--- config.mk ---
export PLATFORM = sky130hd
export DESIGN_NAME = tick_counting_position_seeker
export DESIGN_NICKNAME = d
export VERILOG_FILES = /design/src/tcps_pkg.sv /design/src/tick_counting_position_seeker.sv
export SDC_FILE = /design/constraint.sdc
export NUM_CORES = 1
export LEC_CHECK = 0
export ABC_CLOCK_PERIOD_IN_PS = 11400
export BUFFER_PORTS_ARGS = -buffer_cell sky130_fd_sc_hd__buf_2
export CAP_MARGIN = 40
export CORE_MARGIN = 1
export CORE_UTILIZATION = 35
export DETAILED_ROUTE_END_ITERATION = 8
export GPL_TIMING_DRIVEN = 0
export SLEW_MARGIN = 10
export SYNTH_ARGS = -nofsm -noshare
export SYNTH_HDL_FRONTEND = slang
export SYNTH_SLANG_ARGS = --single-unit
--- constraint.sdc ---
create_clock -name clock -period 11.4 [get_ports clock]
set_input_delay 0.57 -clock clock [delete_from_list [all_inputs] [get_ports clock]]
set_output_delay 0.57 -clock clock [all_outputs]
set_load 0.02 [all_outputs]
--- src/tcps_pkg.sv ---
`timescale 1ns / 1ps

package tcps_pkg;

   typedef enum logic [2:0] {
      OP_SAMPLE      = 3'd0,
      OP_SET_TARGET  = 3'd1,
      OP_STOP        = 3'd2,
      OP_SEEK_BOTTOM = 3'd3,
      OP_SEEK_TOP    = 3'd4
   } op_type;

   typedef enum logic [1:0] {
      CSR_INITIAL_POSITION = 2'd0,
      CSR_UPPER_LIMIT      = 2'd1,
      CSR_LOWER_LIMIT      = 2'd2,
      CSR_STALL_SAMPLES    = 2'd3
   } csr_index_type;

   typedef enum logic [1:0] {
      DIR_OFF  = 2'd0,
      DIR_UP   = 2'd1,
      DIR_DOWN = 2'd2
   } dir_type;

   localparam logic signed [15:0] UNSET_TARGET  = -16'sd1;
   localparam logic signed [15:0] BOTTOM_TARGET = 16'sh8000;
   localparam logic signed [15:0] TOP_TARGET    = 16'sd32766;
   localparam logic [7:0]         IDLE_MAX      = 8'd255;

   typedef struct packed {
      logic signed [15:0] position;
      logic signed [15:0] target;
      dir_type            drive;
      logic               sampling;
      logic               stalled;
   } result_type;

endpackage

--- src/tick_counting_position_seeker.sv ---
`timescale 1ns / 1ps

// an accepted request beat is registered as its response beat, or parked in the skid register if the response is held
// throughput: one request beat per cycle while responses flow
// a held response admits one more beat into the skid register, then req_stall rises
// until the parked beat moves up into the response register
// reset (synchronous, active high) loads the csr defaults, position 0, target unset,
// motor off, sampler disarmed, and empties both output registers
module tick_counting_position_seeker
   import tcps_pkg::*;
#(
   parameter int POSITION_BITS = 16
) (
   input  logic               clock,
   input  logic               reset,
   // request channel
   input  logic               req_valid,
   output logic               req_stall,
   input  logic [2:0]         req_op,
   input  logic               req_sensor_level,
   input  logic signed [15:0] req_target_value,
   // response channel
   output logic               rsp_valid,
   input  logic               rsp_stall,
   output logic signed [15:0] rsp_position,
   output logic signed [15:0] rsp_target,
   output logic [1:0]         rsp_drive,
   output logic               rsp_sampling,
   output logic               rsp_stalled,
   // csr write channel
   input  logic               csr_valid,
   output logic               csr_ready,
   input  logic [1:0]         csr_index,
   input  logic [15:0]        csr_data
);

   // compare width covers both the 16-bit target and the position counter
   localparam int CMP_BITS = (POSITION_BITS > 16) ? POSITION_BITS : 16;
   localparam logic signed [POSITION_BITS-1:0] POS_MIN = {1'b1, {(POSITION_BITS-1){1'b0}}};
   localparam logic signed [POSITION_BITS-1:0] POS_MAX = {1'b0, {(POSITION_BITS-1){1'b1}}};

   // configuration registers; the initial position preset goes straight into the counter
   logic signed [15:0] upper_limit_ff;
   logic signed [15:0] lower_limit_ff;
   logic [7:0]         stall_samples_ff;

   // seeker state and its next value
   logic signed [POSITION_BITS-1:0] position_ff, position_in;
   logic signed [15:0]              target_ff, target_in;
   dir_type                         drive_ff, drive_in;
   dir_type                         coast_ff, coast_in;
   logic                            level_ff, level_in;
   logic signed [POSITION_BITS-1:0] last_position_ff, last_position_in;
   logic [7:0]                      idle_ff, idle_in;
   logic                            armed_ff, armed_in;
   logic                            stalled_in;

   // output register and skid register
   result_type out_ff, skid_ff, result_in;
   logic       out_valid_ff, skid_valid_ff;

   logic req_accept;
   logic out_free;
   logic csr_write;

   // a new beat is taken whenever the skid slot is empty
   assign req_stall  = skid_valid_ff;
   assign req_accept = req_valid && !skid_valid_ff;
   // the response register can load when empty or when its beat leaves now
   assign out_free   = !out_valid_ff || !rsp_stall;
   assign csr_ready  = 1'b1;
   assign csr_write  = csr_valid && csr_ready;

   // ------------------------------------------------------------------
   // one request beat: command decode, sensor stepping, stall timeout
   // ------------------------------------------------------------------
   always_comb begin : seek_logic
      logic signed [15:0]       new_tgt;
      logic                     is_command;
      logic                     halt;
      logic signed [CMP_BITS-1:0] pos_c;
      logic signed [CMP_BITS-1:0] tgt_c;

      position_in      = position_ff;
      target_in        = target_ff;
      drive_in         = drive_ff;
      coast_in         = coast_ff;
      level_in         = level_ff;
      last_position_in = last_position_ff;
      idle_in          = idle_ff;
      armed_in         = armed_ff;
      stalled_in       = 1'b0;
      new_tgt          = UNSET_TARGET;
      is_command       = 1'b0;
      halt             = 1'b0;
      pos_c            = CMP_BITS'(position_ff);
      tgt_c            = CMP_BITS'(target_ff);

      unique case (op_type'(req_op))
         OP_SET_TARGET: begin
            new_tgt    = req_target_value;
            is_command = 1'b1;
         end
         OP_STOP: begin
            new_tgt    = UNSET_TARGET;
            is_command = 1'b1;
         end
         OP_SEEK_BOTTOM: begin
            new_tgt    = BOTTOM_TARGET;
            is_command = 1'b1;
         end
         OP_SEEK_TOP: begin
            new_tgt    = TOP_TARGET;
            is_command = 1'b1;
         end
         OP_SAMPLE: begin
            is_command = 1'b0;
         end
         default: begin
            // unused op codes leave the state alone
            is_command = 1'b0;
         end
      endcase

      if (is_command) begin
         // new target: start motion toward it, drop the drive when unset, keep it when it equals the position
         target_in = new_tgt;
         if (new_tgt == UNSET_TARGET) begin
            drive_in = DIR_OFF;
         end else if (CMP_BITS'(new_tgt) < pos_c) begin
            drive_in = DIR_DOWN;
            coast_in = DIR_DOWN;
            armed_in = 1'b1;
            idle_in  = '0;
         end else if (CMP_BITS'(new_tgt) > pos_c) begin
            drive_in = DIR_UP;
            coast_in = DIR_UP;
            armed_in = 1'b1;
            idle_in  = '0;
         end
      end else if (op_type'(req_op) == OP_SAMPLE && armed_ff) begin
         // a level change counts one step in the last driven direction
         if (req_sensor_level != level_ff) begin
            level_in = req_sensor_level;
            halt     = (target_ff != UNSET_TARGET);
            case (coast_ff)
               DIR_DOWN: begin
                  if (position_ff != POS_MIN) begin
                     position_in = position_ff - POSITION_BITS'(1);
                  end
                  halt = halt && (CMP_BITS'(position_in) <= tgt_c);
               end
               DIR_UP: begin
                  if (position_ff != POS_MAX) begin
                     position_in = position_ff + POSITION_BITS'(1);
                  end
                  halt = halt && (CMP_BITS'(position_in) >= tgt_c);
               end
               default: begin
                  halt = 1'b0;
               end
            endcase
            // target reached or passed
            if (halt) begin
               target_in = UNSET_TARGET;
               drive_in  = DIR_OFF;
            end
         end

         if (last_position_ff != position_in) begin
            idle_in = '0;
         end else begin
            if (idle_ff >= stall_samples_ff) begin
               // stall timeout: clamp, stop everything and disarm
               armed_in = 1'b0;
               if (CMP_BITS'(position_in) > CMP_BITS'(upper_limit_ff)) begin
                  position_in = POSITION_BITS'(upper_limit_ff);
               end else if (CMP_BITS'(position_in) < CMP_BITS'(lower_limit_ff)) begin
                  position_in = POSITION_BITS'(lower_limit_ff);
               end
               target_in  = UNSET_TARGET;
               drive_in   = DIR_OFF;
               coast_in   = DIR_OFF;
               stalled_in = 1'b1;
            end
            if (idle_ff < IDLE_MAX) begin
               idle_in = idle_ff + 8'd1;
            end
         end
         last_position_in = position_in;
      end

      result_in.position = 16'(position_in);
      result_in.target   = target_in;
      result_in.drive    = drive_in;
      result_in.sampling = armed_in;
      result_in.stalled  = stalled_in;
   end

   // ------------------------------------------------------------------
   // csr registers and seeker state
   // ------------------------------------------------------------------
   always_ff @(posedge clock) begin
      if (reset) begin
         upper_limit_ff      <= 16'sd32767;
         lower_limit_ff      <= '0;
         stall_samples_ff    <= 8'd8;
         position_ff         <= '0;
         target_ff           <= UNSET_TARGET;
         drive_ff            <= DIR_OFF;
         coast_ff            <= DIR_OFF;
         level_ff            <= 1'b0;
         last_position_ff    <= '0;
         idle_ff             <= '0;
         armed_ff            <= 1'b0;
      end else begin
         if (req_accept) begin
            position_ff      <= position_in;
            target_ff        <= target_in;
            drive_ff         <= drive_in;
            coast_ff         <= coast_in;
            level_ff         <= level_in;
            last_position_ff <= last_position_in;
            idle_ff          <= idle_in;
            armed_ff         <= armed_in;
         end
         if (csr_write) begin
            unique case (csr_index_type'(csr_index))
               CSR_INITIAL_POSITION: begin
                  // preset loads the counter
                  position_ff <= POSITION_BITS'($signed(csr_data));
               end
               CSR_UPPER_LIMIT: begin
                  upper_limit_ff <= csr_data;
               end
               CSR_LOWER_LIMIT: begin
                  lower_limit_ff <= csr_data;
               end
               CSR_STALL_SAMPLES: begin
                  stall_samples_ff <= csr_data[7:0];
               end
            endcase
         end
      end
   end

   // ------------------------------------------------------------------
   // response register with skid slot
   // ------------------------------------------------------------------
   always_ff @(posedge clock) begin
      if (reset) begin
         out_valid_ff  <= 1'b0;
         skid_valid_ff <= 1'b0;
      end else if (out_free) begin
         if (skid_valid_ff) begin
            // drain the parked beat first; no request is taken this cycle
            out_valid_ff  <= 1'b1;
            skid_valid_ff <= 1'b0;
         end else begin
            out_valid_ff <= req_accept;
         end
      end else if (req_accept) begin
         // response held: park the new beat
         skid_valid_ff <= 1'b1;
      end
   end

   always_ff @(posedge clock) begin
      if (out_free) begin
         if (skid_valid_ff) begin
            out_ff <= skid_ff;
         end else if (req_accept) begin
            out_ff <= result_in;
         end
      end else if (req_accept) begin
         skid_ff <= result_in;
      end
   end

   assign rsp_valid    = out_valid_ff;
   assign rsp_position = out_ff.position;
   assign rsp_target   = out_ff.target;
   assign rsp_drive    = out_ff.drive;
   assign rsp_sampling = out_ff.sampling;
   assign rsp_stalled  = out_ff.stalled;

endmodule

# After elaboration in Yosys (flattened, before gate mapping)
# Index checks and enable logic that the tools add are counted.
word_totals:
  reg_bits: 176
  latchBits: 0
  mem_bits_rw: 0
  rom_bits: 0
  in_bits: 43
  elab_cells: 151
  mem_count: 0
classes:
  add_sub_neg: 3
  n_mul: 0
  div_mod_pow: 0
  order_cmp: 8
  eq_ne: 18
  n_shift: 0
  n_mux: 72
  bitwise: 2
  n_reduce_logical: 25
op_table:
  columns: ["op", "count"]
  rows:
  - ["$mux W16", 28]
  - ["$mux W36", 2]
  - ["$mux W8", 7]
  - ["$pmux W16 S3", 1]
  - ["$gt A16 B16 Y1", 2]
  - ["$lt A16 B16 Y1", 2]
  - ["$mux W2", 16]
  - ["$ne A16 B16 Y1 const B", 2]
  - ["$pmux W16 S2", 1]
  - ["$add A16 B2 Y16 const B", 1]
  - ["$eq A16 B1 Y1 const B", 1]
  - ["$ge A16 B16 Y1", 1]
  - ["$le A16 B16 Y1", 1]
  - ["$mux W1", 16]
  - ["$ne A16 B1 Y1 const B", 1]
  - ["$ne A16 B16 Y1", 1]
  - ["$sub A16 B2 Y16 const B", 1]
  - ["$reduce_and A2 Y1", 5]
  - ["$add A8 B1 Y8 const B", 1]
  - ["$ge A8 B8 Y1", 1]
  - ["$lt A8 B8 Y1 const B", 1]
  - ["$eq A2 B2 Y1 const B", 3]
  - ["$eq A3 B2 Y1 const B", 2]
  - ["$reduce_and A6 Y1", 1]
  - ["20 further kinds", 30]

# Logic depth before layout (Yosys ltp)
# Gate-level depths: netlist (run 1).
logic_depth:
  depth_word: 20
  mapped_depth: 22

# Least setup slack after synthesis (run 1)
# OpenSTA, ideal clock, no wires.
synth_path:
  path_type: "register -> register"
  from: "reg position_ff[0]"
  to: "reg last_position_ff[12]"
  setup_ns: 0.088
  arrival_ns: 4.790
  t_required_ns: 11.312
  setup_slack_ns: 6.522
  stages_incl_launch_ff: 21
  n_path_buf: 5
  synth_period_minus_slack_ns: 4.878
  path_cell_list: "dfxtp_1 > clkbuf_1 > clkinv_1 > ha_1 > and3b_1 > clkbuf_1 > and4_1 > buf_4 > nor4_1 > nor2b_1 > a311oi_1 > ha_1 > nand4_1 > nor2_1 > a31oi_1 > a21boi_0 > clkbuf_1 > clkbuf_1 > a22oi_1 > or4_4 > a311oi_2"
synth_between:
  elab_chain_len: 15
  elab_cells_between_ends: 25
  cone_classes: "add/sub (2); order compare (2); eq/ne (3); mux (18)"
synth_lines:
  columns: ["element", "line_no", "rtl"]
  rows:
  - ["start: declaration", "tick_counting_position_seeker.sv:48", "logic signed [POSITION_BITS-1:0] position_ff, position_in;"]
  - ["start signal: assignment", "tick_counting_position_seeker.sv:218", "position_ff <= position_in;"]
  - ["start signal: assignment", "tick_counting_position_seeker.sv:231", "position_ff <= POSITION_BITS'($signed(csr_data));"]
  - ["$add A16 B2 Y16 (tied with other cells)", "tick_counting_position_seeker.sv:155", "position_in = position_ff + POSITION_BITS'(1);"]
  - ["$mux W16 (on tied branches)", "tick_counting_position_seeker.sv:154, tick_counting_position_seeker.sv:148", null]
  - ["$mux W16", "tick_counting_position_seeker.sv:146", "case (coast_ff)"]
  - ["$mux W16", "tick_counting_position_seeker.sv:143", "if (req_sensor_level != level_ff) begin"]
  - ["$mux W16", "tick_counting_position_seeker.sv:141", "end else if (op_type'(req_op) == OP_SAMPLE && armed_ff) begin"]
  - ["$mux W16", "tick_counting_position_seeker.sv:125", "if (is_command) begin"]
  - ["$pmux W16 S2", "tick_counting_position_seeker.sv:146", null]
  - ["$mux W16 *", "tick_counting_position_seeker.sv:143", null]
  - ["$mux W16 *", "tick_counting_position_seeker.sv:141", null]
  - ["$mux W16 *", "tick_counting_position_seeker.sv:125", null]
  - ["$lt A16 B16 Y1", "tick_counting_position_seeker.sv:178", "end else if (CMP_BITS'(position_in) < CMP_BITS'(lower_limit_ff)) begin"]
  - ["$mux W16", "tick_counting_position_seeker.sv:178", null]
  - ["$mux W16", "tick_counting_position_seeker.sv:176", "if (CMP_BITS'(position_in) > CMP_BITS'(upper_limit_ff)) begin"]
  - ["$mux W16", "tick_counting_position_seeker.sv:173", "if (idle_ff >= stall_samples_ff) begin"]
  - ["$mux W16 *", "tick_counting_position_seeker.sv:170", "if (last_position_ff != position_in) begin"]
  - ["end signal: assignment", "tick_counting_position_seeker.sv:223", "last_position_ff <= last_position_in;"]
  - ["end: declaration", "tick_counting_position_seeker.sv:53", "logic signed [POSITION_BITS-1:0] last_position_ff, last_position_in;"]
# Every way passes the cells marked *; elsewhere a longest branch is shown, timed or not. The select of a mux whose other input is x is not followed.
# A chain may end at the register's enable or synchronous reset.

# Worst setup path in the final report (run 1)
layout_path:
  from: "reg position_ff[0]"
  to: "reg out_ff, in the netlist rsp_position[8] (data pin)"
layout_between:
  elab_chain_len: 19
  elab_cells_between_ends: 29
  cone_classes: "add/sub (2); order compare (2); eq/ne (3); mux (22)"
layout_lines:
  columns: ["element", "line_no", "rtl"]
  rows:
  - ["$add A16 B2 Y16 (tied with other cells)", "tick_counting_position_seeker.sv:155", null]
  - ["$mux W16 (on tied branches)", "tick_counting_position_seeker.sv:154, tick_counting_position_seeker.sv:148", null]
  - ["$mux W16", "tick_counting_position_seeker.sv:146", null]
  - ["$mux W16", "tick_counting_position_seeker.sv:143", null]
  - ["$mux W16", "tick_counting_position_seeker.sv:141", null]
  - ["$mux W16", "tick_counting_position_seeker.sv:125", null]
  - ["$pmux W16 S2", "tick_counting_position_seeker.sv:146", null]
  - ["$mux W16 *", "tick_counting_position_seeker.sv:143", null]
  - ["(+3 left out)", null, null]
  - ["$mux W16", "tick_counting_position_seeker.sv:178", null]
  - ["$mux W16", "tick_counting_position_seeker.sv:176", null]
  - ["$mux W16", "tick_counting_position_seeker.sv:173", null]
  - ["$mux W16 *", "tick_counting_position_seeker.sv:170", null]
  - ["$mux W16 *", "tick_counting_position_seeker.sv:141", null]
  - ["$mux W16 *", "tick_counting_position_seeker.sv:125", null]
  - ["$mux W36 *", "tick_counting_position_seeker.sv:272", "end else if (req_accept) begin"]
  - ["$mux W36 *", "tick_counting_position_seeker.sv:270", "if (skid_valid_ff) begin"]
  - ["end signal: assignment", "tick_counting_position_seeker.sv:271", "out_ff <= skid_ff;"]
  - ["end signal: assignment", "tick_counting_position_seeker.sv:273", "out_ff <= result_in;"]
  - ["end: declaration", "tick_counting_position_seeker.sv:59", "result_type out_ff, skid_ff, result_in;"]
# Marked as above.

==> impl_results.md, run 1 <==
- Status: completed
- Setup violators final: 0
- Mean Syn Cell Area: 8.494 µm²
- Via Count: 12,110
- Final slew viol count: 0
- Synth-to-Final Area Change: 13.97%
- DP HPWL: 37.67 mm
- DRC viols: 0
- CTS tree: built
- CTS max path bufs: 2
- Synthesized Nets: 1,596
- Max VDD drop: 0.0001096 V
- Worst-Margin Slew: 0.9028 ns
- Worst-Skew Late Latency: 0.48 ns
- Setup TNS: 0 ns
- Sequential area share after synthesis: 0.3422
- #FFs+latches synth: 176
- Final hold vios: 0
- Relative slew slack: 0.3918
- Layout cells sized above 1: 0.1225
- Crit. End Element: flop
- Critical path class: reg2reg
- Area of the multi-input gates: 7408 µm²
- Core area: 34,710 µm²
- First-pass iteration count of the detailed router: 8
- Io pins: 82
- CTS resizes: 0
- GR Overflow Total: 0
- Post-route ant nets: 0
- CTS Buf Count: 17
- Count of different cell masters after synthesis: 86
- Fmax: 0.1434 GHz
- Post-synth top area share: 0.1743
- Hold Buf Count CTS: 0
- Total GRT Usage: 0.2646
- Vias in the first global route: 11,730
- IO Port Bufs: 80
- Async SR Flop Fraction: 0
- Clock skew: 0.01528 ns
- DRT iter0 DRCs: 1,182
- Syn Inst Count: 1,460
- First-pass GRT wire length: 70.87 mm
- Clock sink count: 176
- Power Dens Cells: 127.7 nW/µm²
- Most common cell in the synthesized netlist: nand2_1
- Fin crit share: 0.6116
- Crit path time final: 6.973 ns
- Post-CTS Setup Inserts: 0
- Leakage power: 0.005705 µW
- Largest net degree at the start of global routing: 21
- Ys Warns: 0
- Dominant cells by area after synthesis: edfxtp_1 17%, dfxtp_1 17%, ha_1 9.4%
- Initial antenna violation count: 1
- Height of the die: 190.2 µm
- Die Wd: 190.2 µm
- Fillers: 3,590
- Final net count: 1,707
- Cell count of the worst hold path: 3
- Worst Reg-to-Reg Cells: 23
- Clk slew on worst S/H paths: 0.08 ns
- Dpl cells: 2,007
- CP Data Arrival Time: 7.23 ns
- Htree depth: 4
- GPL Wtd Cong: 0.9738
- CP startpoint kind: flop
- Maxcap violations: 0
- Mapped Area: 12,400 µm²
- Root Buffer: clkbuf_16
- Die footprint: 36,190 µm²
- Row cnt: 68
- Commonest cells in the netlist: 159 x nand2_1, 104 x dfxtp_1, 103 x a21oi_1, 96 x inv_1, 93 x ha_1
- Register area: 4244 µm²
- Most used DFF post-synth: dfxtp_1
- Initial Util: 0.3573
- CP max FO: 10
- Critical path required time: 11.66 ns
- Non-Filler Instances: 2,040
- Vias per cell: 5.934
- Place WS: 4.683 ns
- PnR worst setup slack: 4.427 ns
- RSZ-0062 raised after global routing: false
- Drt total wl: 47.78 mm
- Mean routed wirelength per cell: 23.42 µm
- HP Class: in2reg
- Post-synth EDFFs: 72
- Yosys top cell by area: edfxtp_1
[cells in the final DEF, fill, tap and decap left out, types with 6 or more instances in the layout]
master | Yosys | layout
a211oi_1 | 11 | 11
a21boi_0 | 29 | 29
a21o_1 | 18 | 18
a21oi_1 | 103 | 102
a22oi_1 | 14 | 14
a311oi_2 | 12 | 12
a31oi_1 | 75 | 75
and3_1 | 9 | 9
and4_1 | 10 | 10
buf_1 | 8 | 9
buf_2 | 11 | 94
clkbuf_1 | 70 | 70
clkbuf_16 | 0 | 17
dfxtp_1 | 104 | 104
edfxtp_1 | 72 | 72
ha_1 | 93 | 93
inv_1 | 96 | 96
mux2i_1 | 21 | 21
nand2_1 | 159 | 159
nand2b_1 | 14 | 14
nand3_1 | 45 | 45
nand3b_1 | 20 | 20
nand4_1 | 33 | 33
nor2_1 | 86 | 85
nor2b_1 | 13 | 13
nor3_1 | 36 | 36
nor4_1 | 14 | 14
o21a_1 | 11 | 11
o21ai_0 | 70 | 70
o21bai_1 | 6 | 6
o32a_1 | 16 | 16
or4_1 | 8 | 8
or4_4 | 15 | 15
xnor2_1 | 23 | 23
xor2_1 | 11 | 11
[cells by family after synthesis]
| kind of cell | after synthesis | share of synthesized area |
|---|---|---|
| xor gates and xnor gates | 34 | 0.02401 |
| DFF | 176 | 0.3422 |
| other | 1 | 0.0003024 |
| adders and majority gates | 93 | 0.09383 |
| AOI/OAI and AO/OA | 437 | 0.2419 |
| muxes | 24 | 0.01967 |
| buffers and inverters | 194 | 0.06194 |
| and+or+nand+nor | 501 | 0.2161 |
[final timing paths]
kind	start	to	slack (ns)
worst max register to register	position_ff[0]	rsp_position[8]	4.43
worst min register to register	stall_samples_ff[6]	stall_samples_ff[6]	0.46
worst min-delay path	csr_data[8]	lower_limit_ff[8]	0.38
worst max-delay path	position_ff[0]	rsp_position[8]	4.43
[layer usage]
layer	up-vias	track usage	wire (µm)
li1	5682	-	-
met3	126	0.04748	3178
met2	536	0.4363	22070
met4	0	0.1286	2320
met1	5762	0.3324	20210
met5	-	0	0
[where the power goes]
part / internal [µW] / total, µW / switching (µW)
logic: 163 / 491 / 329
registers: 687 / 704 / 16.7
clock network: 294 / 610 / 315
total: 1140 / 1800 / 661
[flip-flops by register name (all words and copies together) (netlist names), 2 cells and up]
| signal | count |
|---|---|
| skid_ff | 36 |
| rsp_position | 16 |
| lower_limit_ff | 16 |
| coast_ff | 2 |
| stall_samples_ff | 8 |
| rsp_drive | 2 |
| last_position_ff | 16 |
| drive_ff | 2 |
| rsp_target | 16 |
| seek_logic.tgt_c | 16 |
| upper_limit_ff | 16 |
| idle_ff | 8 |
| position_ff | 16 |
[worst max-delay path, cell delays in order, from the launching register on]
cell and delay, ns:
dfxtp_1 0.39, clkbuf_1 0.38, clkinv_1 0.46, ha_1 0.50, and3b_1 0.24, clkbuf_1 0.20
and4_1 0.28, buf_4 0.20, nor4_1 0.41, nor2b_1 0.10, a311oi_1 0.42, buf_2 0.26
ha_1 0.16, a21oi_1 0.06, o21ai_0 0.25, a2111o_1 0.18, o32ai_1 0.09, a221oi_1 0.57
nor2b_1 0.23, nor3_1 0.07, nand4_1 0.25, clkbuf_1 0.49, nand2_1 0.23, a31oi_1 0.33
[through the flow]
step,total power (µW),utilization,instance area [µm²],hold slack (ns)
2_1_floorplan,1029,-,12400,0.4363
5_1_grt,1874,0.4071,14130,0.3933
6_report,1804,0.4072,14130,0.3832
4_1_cts,1801,0.4071,14130,0.3693
3_3_place_gp,1186,0.3852,13370,0.4443
3_5_place_dp,1198,0.3899,13540,0.4493
[final cells by class]
type,instances,area share
Antenna cell,1,0.0001770
Buffer,94,0.02780
Clock buffer,17,0.03010
Clock inverter,15,0.01213
Inverter,100,0.02656
Multi-Input combinational cell,1090,0.5241
Sequential cell,176,0.3003
Tap cell,455,0.04028
Timing Repair Buffer,92,0.03859
No activity file was read; power rests on OpenSTA's default activity.
==> inputs of run 2 (changes only) <==
--- a/config.mk
+++ b/config.mk
@@ -5,7 +5,8 @@
 export SDC_FILE = /design/constraint.sdc
 export NUM_CORES = 1
 export LEC_CHECK = 0
-export ABC_CLOCK_PERIOD_IN_PS = 11400
+export ABC_AREA = 1
+export ABC_CLOCK_PERIOD_IN_PS = 6500
 export BUFFER_PORTS_ARGS = -buffer_cell sky130_fd_sc_hd__buf_2
 export CAP_MARGIN = 40
 export CORE_MARGIN = 1
==> constraint.sdc (replaced) <==
create_clock -name clock -period 6.5 [get_ports clock]
set_input_delay 0.325 -clock clock [delete_from_list [all_inputs] [get_ports clock]]
set_output_delay 0.325 -clock clock [all_outputs]
set_load 0.02 [all_outputs]
==> run 2 against run 1 <==
Setup slack worse by 3.2 ns. Final area down 6.7%. Highest routed layer is now met5. Core utilization down 0.17 points. Final cell count up 3.2%.
==> impl_results.md, run 2 <==
- Height of the die: 183.8 µm
- Fraction of the mapped netlist area in adder cells: 0.1006
- Die Wd: 183.8 µm
- Power Dens Cells: 232.7 nW/µm²
- Die footprint: 33,790 µm²
- CTS max path bufs: 2
- Htree depth: 4
- Vias per cell: 5.145
- Setup TNS: 0 ns
- Row cnt: 66
- Core area: 32,540 µm²
- Status: completed
- Crit path time final: 5.301 ns
- Fin crit share: 0.8156
- CP startpoint kind: flop
- GR Overflow Total: 0
- Most used DFF post-synth: dfxtp_1
- Final net count: 1,787
- Async SR Flop Fraction: 0
- Initial antenna violation count: 1
- #FFs+latches synth: 176
- CTS resizes: 0
- Critical path class: reg2reg
- # diodes: 0
- Relative slew slack: 0.4396
- Post-synth EDFFs: 72
- Fmax: 0.1886 GHz
- Mux cell area share after synthesis: 0
- CP Data Arrival Time: 5.50 ns
- Number of flip-flops in the largest register: 36
- Most common cell in the synthesized netlist: nand2_1
- Synthesized Nets: 1,686
- Crit. End Element: flop
- Initial Util: 0.3556
- Setup violators final: 0
- IO Port Bufs: 79
- XOR/XNOR share of the synthesized area: 0.02498
- Root Buffer: clkbuf_16
- Drt total wl: 36.75 mm
- Mean Syn Cell Area: 7.464 µm²
- First-pass GRT wire length: 56.74 mm
- Fillers: 3,452
- Layout cells sized above 1: 0.1161
- Ys Warns: 0
- Synth Area in Compound Gates: 0.1687
- Count of different cell masters after synthesis: 50
- Largest register by flop count: skid_ff
- HP Class: in2reg
- Commonest cells in the netlist: 432 x nand2_1, 172 x inv_1, 158 x a21oi_1, 104 x dfxtp_1, 103 x nor2_1
- CTS Buf Count: 17
- Post-CTS Setup Inserts: 0
- Syn Inst Count: 1,550
- Synth-to-Final Area Change: 14.03%
- Critical path required time: 6.70 ns
- Worst-Skew Late Latency: 0.45 ns
- Io pins: 82
- Yosys top cell by area: edfxtp_1
- Max VDD drop: 0.0001597 V
- Max incr delay on CP: 0.44 ns
- Via Count: 10,830
- DRT iter0 DRCs: 994
- Mapped Area: 11,570 µm²
- Main combinational cell family by area after synthesis: simple AND/OR/NAND/NOR gates
- Clk slew on worst S/H paths: 0.07 ns
- Clock sink count: 176
- DP HPWL: 29.02 mm
- CTS tree: built
- Leakage power: 0.005951 µW
- Worst-Margin Slew: 0.8406 ns
- Total GRT Usage: 0.2218
- Dominant cells by area after synthesis: edfxtp_1 19%, dfxtp_1 18%, nand2_1 14%
- CP max FO: 10
- Sequential area share after synthesis: 0.3668
- Finished Core Util: 0.4055
- Final slew viol count: 0
- Commonest cells after routing, fill and taps aside: 432 x nand2_1, 172 x inv_1, 157 x a21oi_1, 104 x dfxtp_1, 102 x nor2_1
- Post-route ant nets: 0
- Register area: 4244 µm²
- GPL Wtd Cong: 0.9598
- CP dominant cell by count: nand2_1
- Mean routed wirelength per cell: 17.46 µm
- Leading cell type in the layout, fill and taps excluded: nand2_1
- Largest net degree at the start of global routing: 20
- Vias in the first global route: 10,120
- Slowest CP cell: dfxtp_1
- Area of the multi-input gates: 6287 µm²
- DRC viols: 0
- RSZ-0062 raised after global routing: false
- Post-synth top area share: 0.1869
- Hold Buf Count CTS: 0
- Maxcap violations: 0
- Area share of and/or/nand/nor cells after synthesis: 0.2472
- Final hold vios: 0
- First-pass iteration count of the detailed router: 8
- Clock skew: 0.01245 ns
[run 2: cell count changes after synthesis, sizes merged, moves of 19 or more]
cell    before  now
a21boi      29    2
nor3        36   17
mux2i       21    0
a31oi       75   21
or4         23    0
inv         96  178
clkbuf      70   45
a21oi      104  167
nand3       46   70
nor2        87  116
nand2      160  443
[run 2: logic make-up after synthesis]
group / count (synthesis)
XOR/XNOR: 33
AO/OA/AOI/OAI: 320
other: 1
flip-flops: 176
AND/OR/NAND/NOR: 676
buffers and inverters: 251
adder cells (fa/ha/maj): 93
[run 2: worst max-delay path: cells and delay by family, from the launching register on]
kind | cells | cell delay [ns]
DFF | 1 | 0.44
and+or+nand+nor | 16 | 2.30
buffers and inverters | 6 | 1.18
AOI/OAI and AO/OA | 4 | 0.64
adders and majority gates | 2 | 0.49
[run 2: cell type report]
type | instances | area share
Buffer | 71 | 0.02855
Clock buffer | 23 | 0.03955
Clock inverter | 8 | 0.004837
Inverter | 180 | 0.05159
Multi-Input combinational cell | 1123 | 0.4766
Sequential cell | 176 | 0.3217
Tap cell | 442 | 0.04192
Timing Repair Buffer | 82 | 0.03528
[run 2: per-layer routing]
layer / up-vias / wire (µm) / GRT usage
met1: 5027 / 16760 / 0.2979
li1: 5348 / - / -
met4: 2 / 1016 / 0.07833
met2: 394 / 16110 / 0.3489
met5: - / 10 / 0
met3: 60 / 2843 / 0.04834
[run 2: report_power, final]
part	internal [µW]	leakage (µW)	switching, µW
clock	574	0.000294	464
sequential	1210	0.00154	27.9
combinational	248	0.00412	542
total	2040	0.00595	1030
[run 2: path summary, 6_finish.rpt]
path	from	to	slack, ns	cells after the start
min	csr_data[11]	upper_limit_ff[11]	0.14	3
max reg2reg	position_ff[0]	rsp_position[6]	1.20	28
min reg2reg	stall_samples_ff[6]	stall_samples_ff[6]	0.46	2
max	position_ff[0]	rsp_position[6]	1.20	28
[run 2: through the flow]
step	setup WS [ns]	cells	cell area, µm²	hold WS (ns)	power (µW)
after detailed placement	1.415	2074	12610	0.4579	2037
final	1.199	2105	13190	0.1403	3070
after floorplan	2.840	1550	11570	0.4353	1786
after global placement	1.439	2071	12520	0.4492	2021
after CTS	1.374	2105	13190	0.1154	3071
after global routing	0.9431	2105	13190	0.1292	3221
==> inputs of run 3 (changes only) <==
--- a/config.mk
+++ b/config.mk
@@ -6,7 +6,7 @@
 export NUM_CORES = 1
 export LEC_CHECK = 0
 export ABC_AREA = 1
-export ABC_CLOCK_PERIOD_IN_PS = 6500
+export ABC_CLOCK_PERIOD_IN_PS = 5200
 export BUFFER_PORTS_ARGS = -buffer_cell sky130_fd_sc_hd__buf_2
 export CAP_MARGIN = 40
 export CORE_MARGIN = 1
==> constraint.sdc (replaced) <==
create_clock -name clock -period 5.2 [get_ports clock]
set_input_delay 0.26 -clock clock [delete_from_list [all_inputs] [get_ports clock]]
set_output_delay 0.26 -clock clock [all_outputs]
set_load 0.02 [all_outputs]
==> run 3 against run 2 <==
Hold slack got worse by 0.069 ns. Clock-buffer cell count is the same. Final area increased by 0.12%. Clock power grew 25%. Sequential share of layout area is essentially flat. Die area unchanged. Power increased by 25%. Register-to-register slack worse by 0.94 ns. Via count grew 0.39%. Global-route usage unchanged. Clock skew rose by 0.0012 ns. Flip-flop and latch count unchanged. Highest routed layer unchanged.
==> impl_results.md, run 3 (synthesis gave the netlist of run 2 again) <==
- Total GRT Usage: 0.2218
- CP max FO: 10
- Io pins: 82
- Maxcap violations: 0
- Launching point of the worst reg2reg path: position_ff[0]
- Relative slew slack: 0.4377
- Largest net degree at the start of global routing: 20
- Post-CTS Setup Inserts: 0
- Final hold vios: 0
- Via Count: 10,870
- Start point of the critical path: position_ff[0]
- Clock skew: 0.01366 ns
- Root Buffer: clkbuf_16
- Critical path class: reg2reg
- CTS tree: built
- IO Port Bufs: 79
- Finished Core Util: 0.4060
- Clk slew on worst S/H paths: 0.07 ns
- Largest register by flop count: skid_ff
- Max VDD drop: 0.0002007 V
- Final net count: 1,787
- Status: completed
- Synth-to-Final Area Change: 14.17%
- Hold Buf Count CTS: 0
- First-pass iteration count of the detailed router: 5
- GR Overflow Total: 0
- Mean routed wirelength per cell: 17.50 µm
- Final slew viol count: 0
- Initial antenna violation count: 1
- Leakage power: 0.005958 µW
- CTS Buf Count: 17
- Drt total wl: 36.83 mm
- Vias in the first global route: 10,120
- Crit. End Element: flop
- HP Class: in2reg
- First-pass GRT wire length: 56.74 mm
- Instance count on the critical path: 28
- Number of flip-flops in the largest register: 36
- Sum of buffers and inverters on the critical path: 6
- Setup violators final: 0
- Post-route cell area: 13,210 µm²
- Worst r2r dst: rsp_position[9]
- Layout cells sized above 1: 0.1179
- Htree depth: 4
- GPL Wtd Cong: 0.9598
- Setup TNS: 0 ns
- Crit path capture: rsp_position[9]
- Post-DP Area: 12,610 µm²
- Clock sink count: 176
- RSZ-0062 raised after global routing: false
- DRC viols: 0
- CTS max path bufs: 2
- CP Data Arrival Time: 5.14 ns
- Crit path time final: 4.941 ns
- Max incr delay on CP: 0.44 ns
- Worst-Skew Late Latency: 0.45 ns
- Height of the die: 183.8 µm
- DRT iter0 DRCs: 940
- Leading cell type in the layout, fill and taps excluded: nand2_1
- R2R Setup Slk: 0.26 ns
- Row cnt: 66
- Dpl cells: 2,074
- Initial Util: 0.3556
- Critical path required time: 5.40 ns
- Worst Reg-to-Reg Cells: 28
- Core area: 32,540 µm²
- Non-Filler Instances: 2,105
- CP startpoint kind: flop
- DP HPWL: 29.02 mm
- Die footprint: 33,790 µm²
- Post-route ant nets: 0
- Die Wd: 183.8 µm
- Fmax: 0.2024 GHz
- Vias per cell: 5.165
- Commonest cells after routing, fill and taps aside: 432 x nand2_1, 172 x inv_1, 157 x a21oi_1, 104 x dfxtp_1, 102 x nor2_1
- Worst-Margin Slew: 0.8435 ns
- # diodes: 0
- Fin crit share: 0.9501
- CP dominant cell by count: nand2_1
- CTS resizes: 0
- Slowest CP cell: dfxtp_1
- Power Dens Cells: 290.8 nW/µm²
- CP delay by family, top: simple AND/OR/NAND/NOR gates
[run 3: worst reg2reg max path, delay by kind of cell (launching register included)]
family	cells	cell delay (ns)
adders and majority gates	2	0.50
and+or+nand+nor	15	1.79
DFF	1	0.44
buffers and inverters	6	1.11
AOI/OAI and AO/OA	5	0.88
[run 3: where the power goes]
| part | total (µW) | internal, µW | switching (µW) | leakage [µW] |
|---|---|---|---|---|
| sequential | 1550 | 1520 | 35.0 | 0.00154 |
| clock | 1300 | 717 | 579 | 0.000294 |
| combinational | 992 | 312 | 679 | 0.00413 |
[run 3: worst min path at each step]
stage | from | end | slack [ns] | depth (start not counted)
after floorplan | csr_data[0] | upper_limit_ff[0] | 0.37 | 2
after global placement | seek_logic.tgt_c[11] | seek_logic.tgt_c[11] | 0.45 | 2
after detailed placement | stall_samples_ff[6] | stall_samples_ff[6] | 0.46 | 2
after CTS | csr_data[11] | upper_limit_ff[11] | 0.05 | 3
after global routing | csr_data[11] | upper_limit_ff[11] | 0.06 | 3
final | csr_data[11] | upper_limit_ff[11] | 0.07 | 3
[run 3: metrics by stage]
stage                     setup slack (ns)  hold slack, ns  power, µW
final                               0.2594         0.07096       3841
after global routing               0.01518         0.06419       4031
after CTS                          0.07365         0.05043       3838
after detailed placement            0.1153          0.4579       2546
after global placement              0.1395          0.4492       2527
after floorplan                      1.540          0.3732       2232
[run 3: cell type report]
| cell class | instances | area [µm²] |
|---|---|---|
| plain buffers | 71 | 376.6 |
| clock buffers | 23 | 521.8 |
| clock inverters | 8 | 63.81 |
| inverters | 180 | 680.7 |
| well taps | 442 | 553.0 |
| multi-input cells | 1123 | 6304 |
| fillers | 3453 | 19330 |
| flip-flops and latches | 176 | 4244 |
| repair buffers | 82 | 465.4 |
[run 3: per-layer routing]
layer / wire [µm] / up-vias / track usage / share of wire
li1: - / 5350 / - / -
met1: 16710 / 5084 / 0.2979 / 0.45
met2: 16220 / 382 / 0.3489 / 0.44
met3: 2938 / 55 / 0.04834 / 0.080
met4: 953 / 2 / 0.07833 / 0.026
met5: 10 / - / 0 / 0.00027
